==> src/hw/rtl/scc_pkg.sv <==
// ----------------------------------------------------------------------------
// scc_pkg
// Shared sizes, request codes and the command/status bundles of the edge store.
// ----------------------------------------------------------------------------
package scc_pkg;

  localparam int MAX_NODES = 64;
  localparam int MAX_EDGES = 1024;
  localparam int NODE_W    = $clog2(MAX_NODES);
  localparam int CNT_W     = $clog2(MAX_NODES + 1);
  localparam int EADDR_W   = $clog2(MAX_EDGES);
  localparam int FILL_W    = $clog2(MAX_EDGES + 1);

  localparam logic REQ_EDGE   = 1'b0;
  localparam logic REQ_FINISH = 1'b1;

  typedef struct packed {
    logic               append;
    logic               clear;
    logic [CNT_W-1:0]   from_num;
    logic [CNT_W-1:0]   to_num;
    logic [CNT_W-1:0]   n;
    logic [EADDR_W-1:0] rd_addr;
  } es_cmd_t;

  typedef struct packed {
    logic [FILL_W-1:0] fill;
    logic              drop;
    logic [NODE_W-1:0] rd_src;
    logic [NODE_W-1:0] rd_tgt;
  } es_stat_t;

endpackage

==> src/hw/rtl/scc_if.sv <==
// ----------------------------------------------------------------------------
// scc_if
// Valid/ready channel interfaces for edge requests and per-node results.
// ----------------------------------------------------------------------------
interface scc_in_if;
  logic                     valid;
  logic                     ready;
  logic                     req_type;
  logic [scc_pkg::CNT_W-1:0] edge_from;
  logic [scc_pkg::CNT_W-1:0] edge_to;
  modport source(output valid, req_type, edge_from, edge_to, input ready);
  modport sink(input valid, req_type, edge_from, edge_to, output ready);
endinterface

interface scc_out_if;
  logic                     valid;
  logic                     ready;
  logic [scc_pkg::CNT_W-1:0] node_number;
  logic [scc_pkg::CNT_W-1:0] component_label;
  logic [scc_pkg::CNT_W-1:0] component_total;
  logic                     dropped_edges;
  logic                     last_node;
  modport source(output valid, node_number, component_label, component_total,
                 dropped_edges, last_node, input ready);
  modport sink(input valid, node_number, component_label, component_total,
               dropped_edges, last_node, output ready);
endinterface

==> src/hw/rtl/scc_engine.sv <==
// ----------------------------------------------------------------------------
// scc_engine
// Sequencer for both depth-first passes and the result stream.
// ----------------------------------------------------------------------------
module scc_engine (
  input  logic                      clk,
  input  logic                      rst_n,
  input  logic [scc_pkg::CNT_W-1:0] n_i,
  scc_in_if.sink                    in_ch,
  scc_out_if.source                 out_ch,
  output scc_pkg::es_cmd_t          es_cmd,
  input  scc_pkg::es_stat_t         es_stat
);
  import scc_pkg::*;

  typedef enum logic [3:0] {
    S_IDLE, S1_ROOT, S1_RD, S1_EV, S1_POP,
    S2_NEXT, S2_FO, S2_RD, S2_EV, S2_POP,
    S_OUT_RD, S_OUT_WAIT
  } state_t;

  state_t              state_r, state_nxt;
  logic [CNT_W-1:0]    root_r, root_nxt;
  logic [NODE_W-1:0]   top_r, top_nxt;
  logic [FILL_W-1:0]   cur_r, cur_nxt;
  logic [CNT_W-1:0]    depth_r, depth_nxt;
  logic [CNT_W-1:0]    done_r, done_nxt;
  logic [CNT_W-1:0]    comps_r, comps_nxt;
  logic [CNT_W-1:0]    oidx_r, oidx_nxt;
  logic [MAX_NODES-1:0] visited_r, visited_nxt;
  logic [MAX_NODES-1:0] labelled_r, labelled_nxt;

  // Walk stack: node and saved edge cursor of each frame below the top.
  logic [NODE_W+FILL_W-1:0] stk_mem [MAX_NODES];
  logic [NODE_W+FILL_W-1:0] stk_rdata_r, stk_wdata;
  logic                     stk_we;
  logic [NODE_W-1:0]        stk_waddr, stk_raddr;

  logic [NODE_W-1:0] fo_mem [MAX_NODES];
  logic [NODE_W-1:0] fo_rdata_r;
  logic              fo_we;

  logic [CNT_W-1:0]  lbl_mem [MAX_NODES];
  logic [CNT_W-1:0]  lbl_rdata_r, lbl_wdata;
  logic              lbl_we;
  logic [NODE_W-1:0] lbl_waddr;

  logic [CNT_W-1:0]  depth_m1;
  logic              edge_hit1, edge_hit2, out_fire, out_last;
  logic              es_clear;

  assign depth_m1  = depth_r - 1'b1;
  assign stk_raddr = depth_m1[NODE_W-1:0];
  assign edge_hit1 = (es_stat.rd_src == top_r) && ({1'b0, es_stat.rd_tgt} < n_i);
  assign edge_hit2 = (es_stat.rd_tgt == top_r) && ({1'b0, es_stat.rd_src} < n_i) &&
                     !labelled_r[es_stat.rd_src];
  assign out_fire  = out_ch.valid && out_ch.ready;
  assign out_last  = (oidx_r + 1'b1) == n_i;

  always_comb begin
    state_nxt    = state_r;
    root_nxt     = root_r;
    top_nxt      = top_r;
    cur_nxt      = cur_r;
    depth_nxt    = depth_r;
    done_nxt     = done_r;
    comps_nxt    = comps_r;
    oidx_nxt     = oidx_r;
    visited_nxt  = visited_r;
    labelled_nxt = labelled_r;
    stk_we       = 1'b0;
    stk_waddr    = depth_r[NODE_W-1:0];
    stk_wdata    = {top_r, cur_r + 1'b1};
    fo_we        = 1'b0;
    lbl_we       = 1'b0;
    lbl_waddr    = es_stat.rd_src;
    lbl_wdata    = comps_r;
    es_clear     = 1'b0;
    unique case (state_r)
      S_IDLE: begin
        if (in_ch.valid && in_ch.req_type == REQ_FINISH) begin
          root_nxt  = '0;
          done_nxt  = '0;
          state_nxt = S1_ROOT;
        end
      end
      S1_ROOT: begin
        if (root_r == n_i) begin
          comps_nxt = '0;
          state_nxt = S2_NEXT;
        end else if (visited_r[root_r[NODE_W-1:0]]) begin
          root_nxt = root_r + 1'b1;
        end else begin
          visited_nxt[root_r[NODE_W-1:0]] = 1'b1;
          top_nxt   = root_r[NODE_W-1:0];
          cur_nxt   = '0;
          depth_nxt = '0;
          state_nxt = S1_RD;
        end
      end
      S1_RD: begin
        if (cur_r == es_stat.fill) begin
          // Node finished: record it and return to the frame below, or to the next root at depth zero.
          fo_we    = 1'b1;
          done_nxt = done_r + 1'b1;
          if (depth_r == '0) begin
            root_nxt  = root_r + 1'b1;
            state_nxt = S1_ROOT;
          end else begin
            state_nxt = S1_POP;
          end
        end else begin
          state_nxt = S1_EV;
        end
      end
      S1_EV: begin
        cur_nxt   = cur_r + 1'b1;
        state_nxt = S1_RD;
        if (edge_hit1 && !visited_r[es_stat.rd_tgt]) begin
          visited_nxt[es_stat.rd_tgt] = 1'b1;
          stk_we    = 1'b1;
          depth_nxt = depth_r + 1'b1;
          top_nxt   = es_stat.rd_tgt;
          cur_nxt   = '0;
        end
      end
      S1_POP: begin
        top_nxt   = stk_rdata_r[NODE_W+FILL_W-1:FILL_W];
        cur_nxt   = stk_rdata_r[FILL_W-1:0];
        depth_nxt = depth_m1;
        state_nxt = S1_RD;
      end
      S2_NEXT: begin
        if (done_r == '0) begin
          oidx_nxt  = '0;
          state_nxt = S_OUT_RD;
        end else begin
          state_nxt = S2_FO;
        end
      end
      S2_FO: begin
        done_nxt  = done_r - 1'b1;
        state_nxt = S2_NEXT;
        if (!labelled_r[fo_rdata_r]) begin
          comps_nxt = comps_r + 1'b1;
          labelled_nxt[fo_rdata_r] = 1'b1;
          lbl_we    = 1'b1;
          lbl_waddr = fo_rdata_r;
          lbl_wdata = comps_r + 1'b1;
          top_nxt   = fo_rdata_r;
          cur_nxt   = '0;
          depth_nxt = '0;
          state_nxt = S2_RD;
        end
      end
      S2_RD: begin
        if (cur_r == es_stat.fill) begin
          state_nxt = (depth_r == '0) ? S2_NEXT : S2_POP;
        end else begin
          state_nxt = S2_EV;
        end
      end
      S2_EV: begin
        cur_nxt   = cur_r + 1'b1;
        state_nxt = S2_RD;
        if (edge_hit2) begin
          labelled_nxt[es_stat.rd_src] = 1'b1;
          lbl_we    = 1'b1;
          stk_we    = 1'b1;
          stk_wdata = {es_stat.rd_src, FILL_W'(0)};
          depth_nxt = depth_r + 1'b1;
        end
      end
      S2_POP: begin
        top_nxt   = stk_rdata_r[NODE_W+FILL_W-1:FILL_W];
        cur_nxt   = '0;
        depth_nxt = depth_m1;
        state_nxt = S2_RD;
      end
      S_OUT_RD: begin
        state_nxt = S_OUT_WAIT;
      end
      S_OUT_WAIT: begin
        if (out_fire) begin
          if (out_last) begin
            visited_nxt  = '0;
            labelled_nxt = '0;
            es_clear     = 1'b1;
            state_nxt    = S_IDLE;
          end else begin
            oidx_nxt  = oidx_r + 1'b1;
            state_nxt = S_OUT_RD;
          end
        end
      end
      default: state_nxt = S_IDLE;
    endcase
  end

  always_ff @(posedge clk) begin
    if (!rst_n) begin
      state_r    <= S_IDLE;
      visited_r  <= '0;
      labelled_r <= '0;
      depth_r    <= '0;
      done_r     <= '0;
      comps_r    <= '0;
      oidx_r     <= '0;
      root_r     <= '0;
    end else begin
      state_r    <= state_nxt;
      visited_r  <= visited_nxt;
      labelled_r <= labelled_nxt;
      depth_r    <= depth_nxt;
      done_r     <= done_nxt;
      comps_r    <= comps_nxt;
      oidx_r     <= oidx_nxt;
      root_r     <= root_nxt;
    end
    top_r <= top_nxt;
    cur_r <= cur_nxt;
  end

  function automatic logic [NODE_W-1:0] done_m1_addr();
    logic [CNT_W-1:0] d;
    d = done_r - 1'b1;
    return d[NODE_W-1:0];
  endfunction

  always_ff @(posedge clk) begin
    if (stk_we) begin
      stk_mem[stk_waddr] <= stk_wdata;
    end
    stk_rdata_r <= stk_mem[stk_raddr];
    if (fo_we) begin
      fo_mem[done_r[NODE_W-1:0]] <= top_r;
    end
    fo_rdata_r <= fo_mem[done_m1_addr()];
    if (lbl_we) begin
      lbl_mem[lbl_waddr] <= lbl_wdata;
    end
    if (state_r == S_OUT_RD) begin
      lbl_rdata_r <= lbl_mem[oidx_r[NODE_W-1:0]];
    end
  end

  assign in_ch.ready      = (state_r == S_IDLE);
  assign es_cmd.append    = in_ch.valid && in_ch.ready && (in_ch.req_type == REQ_EDGE);
  assign es_cmd.clear     = es_clear;
  assign es_cmd.from_num  = in_ch.edge_from;
  assign es_cmd.to_num    = in_ch.edge_to;
  assign es_cmd.n         = n_i;
  assign es_cmd.rd_addr   = cur_r[EADDR_W-1:0];

  assign out_ch.valid           = (state_r == S_OUT_WAIT);
  assign out_ch.node_number     = oidx_r + 1'b1;
  assign out_ch.component_label = lbl_rdata_r;
  assign out_ch.component_total = comps_r;
  assign out_ch.dropped_edges   = es_stat.drop;
  assign out_ch.last_node       = out_last;

`ifndef SYNTHESIS
  a_depth_bound: assert property (@(posedge clk) disable iff (!rst_n)
    depth_r <= CNT_W'(MAX_NODES))
    else $error("walk stack depth above node capacity");
  a_out_range: assert property (@(posedge clk) disable iff (!rst_n)
    out_ch.valid |-> (oidx_r < n_i))
    else $error("result for a node beyond the node count");
  a_clear_after_last: assert property (@(posedge clk) disable iff (!rst_n)
    (out_fire && out_last) |=> (state_r == S_IDLE && visited_r == '0 && labelled_r == '0))
    else $error("graph not cleared after the final result");
`endif

endmodule

==> src/flat_wrapper.sv <==
// flat-port wrapper written by rule: the top's interface ports become plain ports
module scc_engine_flat import scc_pkg::*;
  (clk, rst_n, n_i, es_cmd, es_stat, in_ch_valid, in_ch_req_type, in_ch_edge_from, in_ch_edge_to, in_ch_ready, out_ch_valid, out_ch_node_number, out_ch_component_label, out_ch_component_total, out_ch_dropped_edges, out_ch_last_node, out_ch_ready);
  scc_in_if in_ch_i ();
  scc_out_if out_ch_i ();
  input  logic clk;
  input  logic rst_n;
  input  logic [scc_pkg::CNT_W-1:0] n_i;
  output scc_pkg::es_cmd_t es_cmd;
  input  scc_pkg::es_stat_t es_stat;
  input wire logic [$bits(in_ch_i.valid)-1:0] in_ch_valid;
  input wire logic [$bits(in_ch_i.req_type)-1:0] in_ch_req_type;
  input wire logic [$bits(in_ch_i.edge_from)-1:0] in_ch_edge_from;
  input wire logic [$bits(in_ch_i.edge_to)-1:0] in_ch_edge_to;
  output wire logic [$bits(in_ch_i.ready)-1:0] in_ch_ready;
  output wire logic [$bits(out_ch_i.valid)-1:0] out_ch_valid;
  output wire logic [$bits(out_ch_i.node_number)-1:0] out_ch_node_number;
  output wire logic [$bits(out_ch_i.component_label)-1:0] out_ch_component_label;
  output wire logic [$bits(out_ch_i.component_total)-1:0] out_ch_component_total;
  output wire logic [$bits(out_ch_i.dropped_edges)-1:0] out_ch_dropped_edges;
  output wire logic [$bits(out_ch_i.last_node)-1:0] out_ch_last_node;
  input wire logic [$bits(out_ch_i.ready)-1:0] out_ch_ready;
  assign in_ch_i.valid = in_ch_valid;
  assign in_ch_i.req_type = in_ch_req_type;
  assign in_ch_i.edge_from = in_ch_edge_from;
  assign in_ch_i.edge_to = in_ch_edge_to;
  assign in_ch_ready = in_ch_i.ready;
  assign out_ch_valid = out_ch_i.valid;
  assign out_ch_node_number = out_ch_i.node_number;
  assign out_ch_component_label = out_ch_i.component_label;
  assign out_ch_component_total = out_ch_i.component_total;
  assign out_ch_dropped_edges = out_ch_i.dropped_edges;
  assign out_ch_last_node = out_ch_i.last_node;
  assign out_ch_i.ready = out_ch_ready;
  scc_engine u_core (.clk(clk), .rst_n(rst_n), .n_i(n_i), .in_ch(in_ch_i), .out_ch(out_ch_i), .es_cmd(es_cmd), .es_stat(es_stat));
endmodule
==> config.mk <==
export PLATFORM = sky130hd
export DESIGN_NAME = scc_engine_flat
export DESIGN_NICKNAME = d
export VERILOG_FILES = /design/src/hw/rtl/scc_pkg.sv /design/src/hw/rtl/scc_if.sv /design/src/hw/rtl/scc_engine.sv /design/src/flat_wrapper.sv
export SDC_FILE = /design/constraint.sdc
export NUM_CORES = 2
export LEC_CHECK = 0
export ABC_AREA = 1
export BUFFER_PORTS_ARGS = -buffer_cell sky130_fd_sc_hd__buf_2
export CAP_MARGIN = 20
export CORE_MARGIN = 4
export CORE_UTILIZATION = 43
export CTS_CLUSTER_SIZE = 8
export DETAILED_ROUTE_END_ITERATION = 8
export GPL_TIMING_DRIVEN = 1
export SLEW_MARGIN = 20
export SYNTH_ARGS = -nofsm -noshare
export SYNTH_HDL_FRONTEND = slang
export SYNTH_SLANG_ARGS = --single-unit
==> constraint.sdc <==
create_clock -name clk -period 7.2 [get_ports clk]
set_input_delay 1.08 -clock clk [delete_from_list [all_inputs] [get_ports clk]]
set_output_delay 1.08 -clock clk [all_outputs]
set_load 0.02 [all_outputs]
==> flow_metrics.tcl <==
set metrics [dict create \
    cts_root_buffer "clkbuf_16" \
    fin_crit_ns 5.29 \
    finalHoldViolations 0 \
    synth_warnings 0 \
    synth_flop_cell "edfxtp_1" \
    fin_skew_ns 0.0833 \
    synth.distinct_cells 48 \
    vdd.ir_drop.worst_v 0.000263 \
    finalCritPeriodShare_pct 73.5 \
    syn_area_per_cell_sq_um 11.6 \
    tightestPinTransition_ns 1.16 \
    grt.total_usage_pct 23.7 \
    startpoint_type "flop" \
    port_buffers 77 \
    num_rows 166 \
    r2r-end "u_core.stk_rdata_r[6]" \
    drc 0 \
    grt_start_max_net_pins 220 \
    syn_nets 7738 \
    end_kind "output pin" \
    holdPathStages 2 \
    synth-seq-cells 2134 \
    dieArea_sq_um 215000 \
    place.gp.congestion 0.931 \
    dr.first_iter.drc_count 7614 \
    p_per_area_nw_per_um2 323 \
    vias_per_cell 5.96 \
    path_cells "nand2_4, inv_2, nand3_1, nand2_1, inv_1, nand2_1, nand3_1, nor2_1, nand3_2, nor2_1, buf_2" \
    drive_above_1_share_pct 8.90 \
    critPathRequiredTime_ns 6.12 \
    overflow 0 \
    hpwl_mm 154 \
    drtPass1Iterations 8 \
    final_core_util_pct 49.1 \
    synth_enable_flop_cells 1944 \
    cts_made_buffers 318 \
    grt_pass1_wl_mm 390 \
    wl_mm 263 \
    final_cells 10500 \
    power.leakage_nw 33.2 \
    critPathMaxFanout 62 \
    rr_startpoint "u_core.depth_r[0]" \
    hp-start "u_core.labelled_r[49]" \
    max_cap_viol_count 0 \
    setup_tns_ns 0 \
    path_clk_slew_ns 0.06 \
    core_area_sq_um 205000 \
    setup_viol 0 \
    yosysSeqAreaShare_pct 69.8 \
    min_path_type "flop to flop" \
    nNetsFinal 7751 \
    clock_latency_ns 0.94 \
    dr_total_vias 62500 \
    clock.fmax_ghz 0.189 \
    start_util_pct 43.4 \
    r2r_slack_ns 2.37 \
    arrival_ns 4.21 \
    h-tree-depth 5 \
    post_cts_buffers 0 \
    areaGrowthSynthToFinish_pct 13.2 \
    io_pins 108 \
    grt_antenna_before_repair 14 \
    wl_per_cell_um 25.1 \
    critPathMaxStageDelay_ns 0.82 \
    rsz0062_at_grt "no" \
    syn_inst 7670 \
    holdPathEnd "u_core.labelled_r[49]" \
    drv_slew 0 \
    clock_path_buffers 4 \
    synth_area_sq_um 89100 \
    die_h_um 463 \
    cp_slowest_cell "dfxtp_4" \
    worstSetupPathType "flop to output pin" \
    cts.sinks 2134 \
    hold_slack_ns 0.473 \
    hold_buffers 0 \
    grt_pass1_vias 59900 \
    die_x_um 463 \
    run_status "completed" \
    cts_resized 0 \
    relSlewSlack_pct 22.3 \
    async_flop_share_pct 0 \
    dp_cells 10100 \
    detail-route-antenna-nets 0 \
    rr_worst_depth 9 \
    tritoncts "built" \
]
## per-stage QoR
step	power, W	worst slack [ns]	area, sq um
final	0.0326	1.91	101000
after global routing	0.0337	1.65	101000
after CTS	0.0327	1.79	101000
after detailed placement	0.0196	1.62	92200
after global placement	0.0196	1.69	92200
after floorplan	0.0172	1.61	89100
## where the power goes
group	switching (W)	internal [W]
combinational	0.00429	0.00129
sequential	0.000145	0.0138
clock	0.00504	0.00806
## synth_stat cells (2+ instances only)
cell | count | share of area (%)
xnor2_1 | 15 | 0.15
a211oi_1 | 2 | 0.017
nor2_1 | 1130 | 4.8
inv_1 | 285 | 1.2
o21ai_0 | 889 | 5.0
clkbuf_1 | 405 | 1.7
xor2_1 | 21 | 0.21
clkinv_1 | 9 | 0.038
mux2i_1 | 48 | 0.54
o22ai_1 | 342 | 2.4
nand2_1 | 954 | 4.0
buf_6 | 3 | 0.038
a31oi_1 | 2 | 0.014
nand3_2 | 12 | 0.13
buf_4 | 47 | 0.40
or2_2 | 4 | 0.028
nand3_1 | 286 | 1.6
o21ai_1 | 31 | 0.17
nand2_2 | 10 | 0.070
buf_2 | 56 | 0.31
o221ai_1 | 254 | 2.5
o21bai_1 | 3 | 0.025
nor4_1 | 3 | 0.021
o211ai_1 | 92 | 0.78
nor3_1 | 57 | 0.32
nand4_1 | 30 | 0.21
ha_1 | 18 | 0.25
buf_1 | 26 | 0.11
nor2_4 | 3 | 0.038
a21oi_1 | 403 | 2.3
nand4_2 | 2 | 0.028
inv_2 | 13 | 0.055
nand2_4 | 2 | 0.025
dfxtp_1 | 190 | 4.3
o32ai_1 | 60 | 0.59
nor2_2 | 8 | 0.056
edfxtp_1 | 1944 | 66
## worst max-delay path, delay by kind of cell, from the launching register on
kind / cells / cell delay (ns)
buf+inv: 3 / 0.56
simple gates: 8 / 1.91
flops: 1 / 0.82
## cell type report
class | instances | area, sq um
Antenna cell | 6 | 15.0
Clock buffer | 414 | 8470
Clock inverter | 12 | 96.3
Fill cell | 18000 | 105000
Inverter | 307 | 1180
Multi-Input combinational cell | 4692 | 23900
Sequential cell | 2134 | 62200
Tap cell | 2688 | 3360
Timing Repair Buffer | 230 | 1620
## worst max path at each step
| stage | startpoint | end |
|---|---|---|
| floorplan | es_stat[0] | u_core.stk_mem[0][11] |
| global placement | es_stat[7] | u_core.lbl_mem[35][2] |
| detailed placement | es_stat[7] | u_core.lbl_mem[35][2] |
| CTS | u_core.oidx_r[0] | es_cmd[31] |
| global route | u_core.oidx_r[0] | es_cmd[31] |
| finish | u_core.oidx_r[0] | es_cmd[31] |
## registers in the layout, indices dropped and copies added, names as in the netlist
signal,flops
u_core.out_ch.component_label,7
u_core.state_r,4
u_core.visited_r,64
u_core.stk_rdata_r,17
u_core.labelled_r,64
u_core.fo_rdata_r,6
u_core.depth_r,7
u_core.top_r,6
u_core.stk_mem,1088
u_core.cur_r,11
u_core.lbl_mem,448
u_core.done_r,7
u_core.out_ch.component_total,7
u_core.fo_mem,384
u_core.oidx_r,7
u_core.root_r,7
## cell families (layout without fill, tap and decap cells)
| group | Yosys count | count (layout) | synth area share, % |
|---|---|---|---|
| and+or+nand+nor | 2504 | 2504 | 11.3 |
| DFF | 2134 | 2134 | 69.8 |
| AOI/OAI and AO/OA | 2084 | 2084 | 13.8 |
| buffers and inverters | 844 | 963 | 3.86 |
| muxes | 48 | 48 | 0.539 |
| xor gates and xnor gates | 38 | 38 | 0.397 |
| adders and majority gates | 18 | 18 | 0.253 |
| other | 0 | 6 | 0 |
## per-layer routing
layer	vias up	share of wire (%)	global-route usage (%)	routed length [um]
li1	28100	-	-	-
met1	30800	41	32.6	108000
met2	2976	46	37.1	122000
met3	598	8.3	4.40	21700
met4	4	4.3	9.87	11400
met5	-	0.012	0	31
## layout by cell type, fill, tap and decap left out, types with 14 or more instances in the layout
master | Yosys | layout
edfxtp_1 | 1944 | 1944
nor2_1 | 1130 | 1091
nand2_1 | 954 | 952
o21ai_0 | 889 | 876
a21oi_1 | 403 | 402
o22ai_1 | 342 | 342
clkbuf_16 | 0 | 325
nand3_1 | 286 | 286
inv_1 | 285 | 280
o221ai_1 | 254 | 254
dfxtp_1 | 190 | 183
buf_4 | 47 | 147
o211ai_1 | 92 | 92
clkbuf_1 | 405 | 89
buf_2 | 56 | 77
o32ai_1 | 60 | 60
nor3_1 | 57 | 55
mux2i_1 | 48 | 48
nor2_2 | 8 | 36
o21ai_1 | 31 | 31
nand4_1 | 30 | 30
xor2_1 | 21 | 18
ha_1 | 18 | 16
xnor2_1 | 15 | 15
nor2_4 | 3 | 14
No activity file was read; power rests on OpenSTA's default activity.
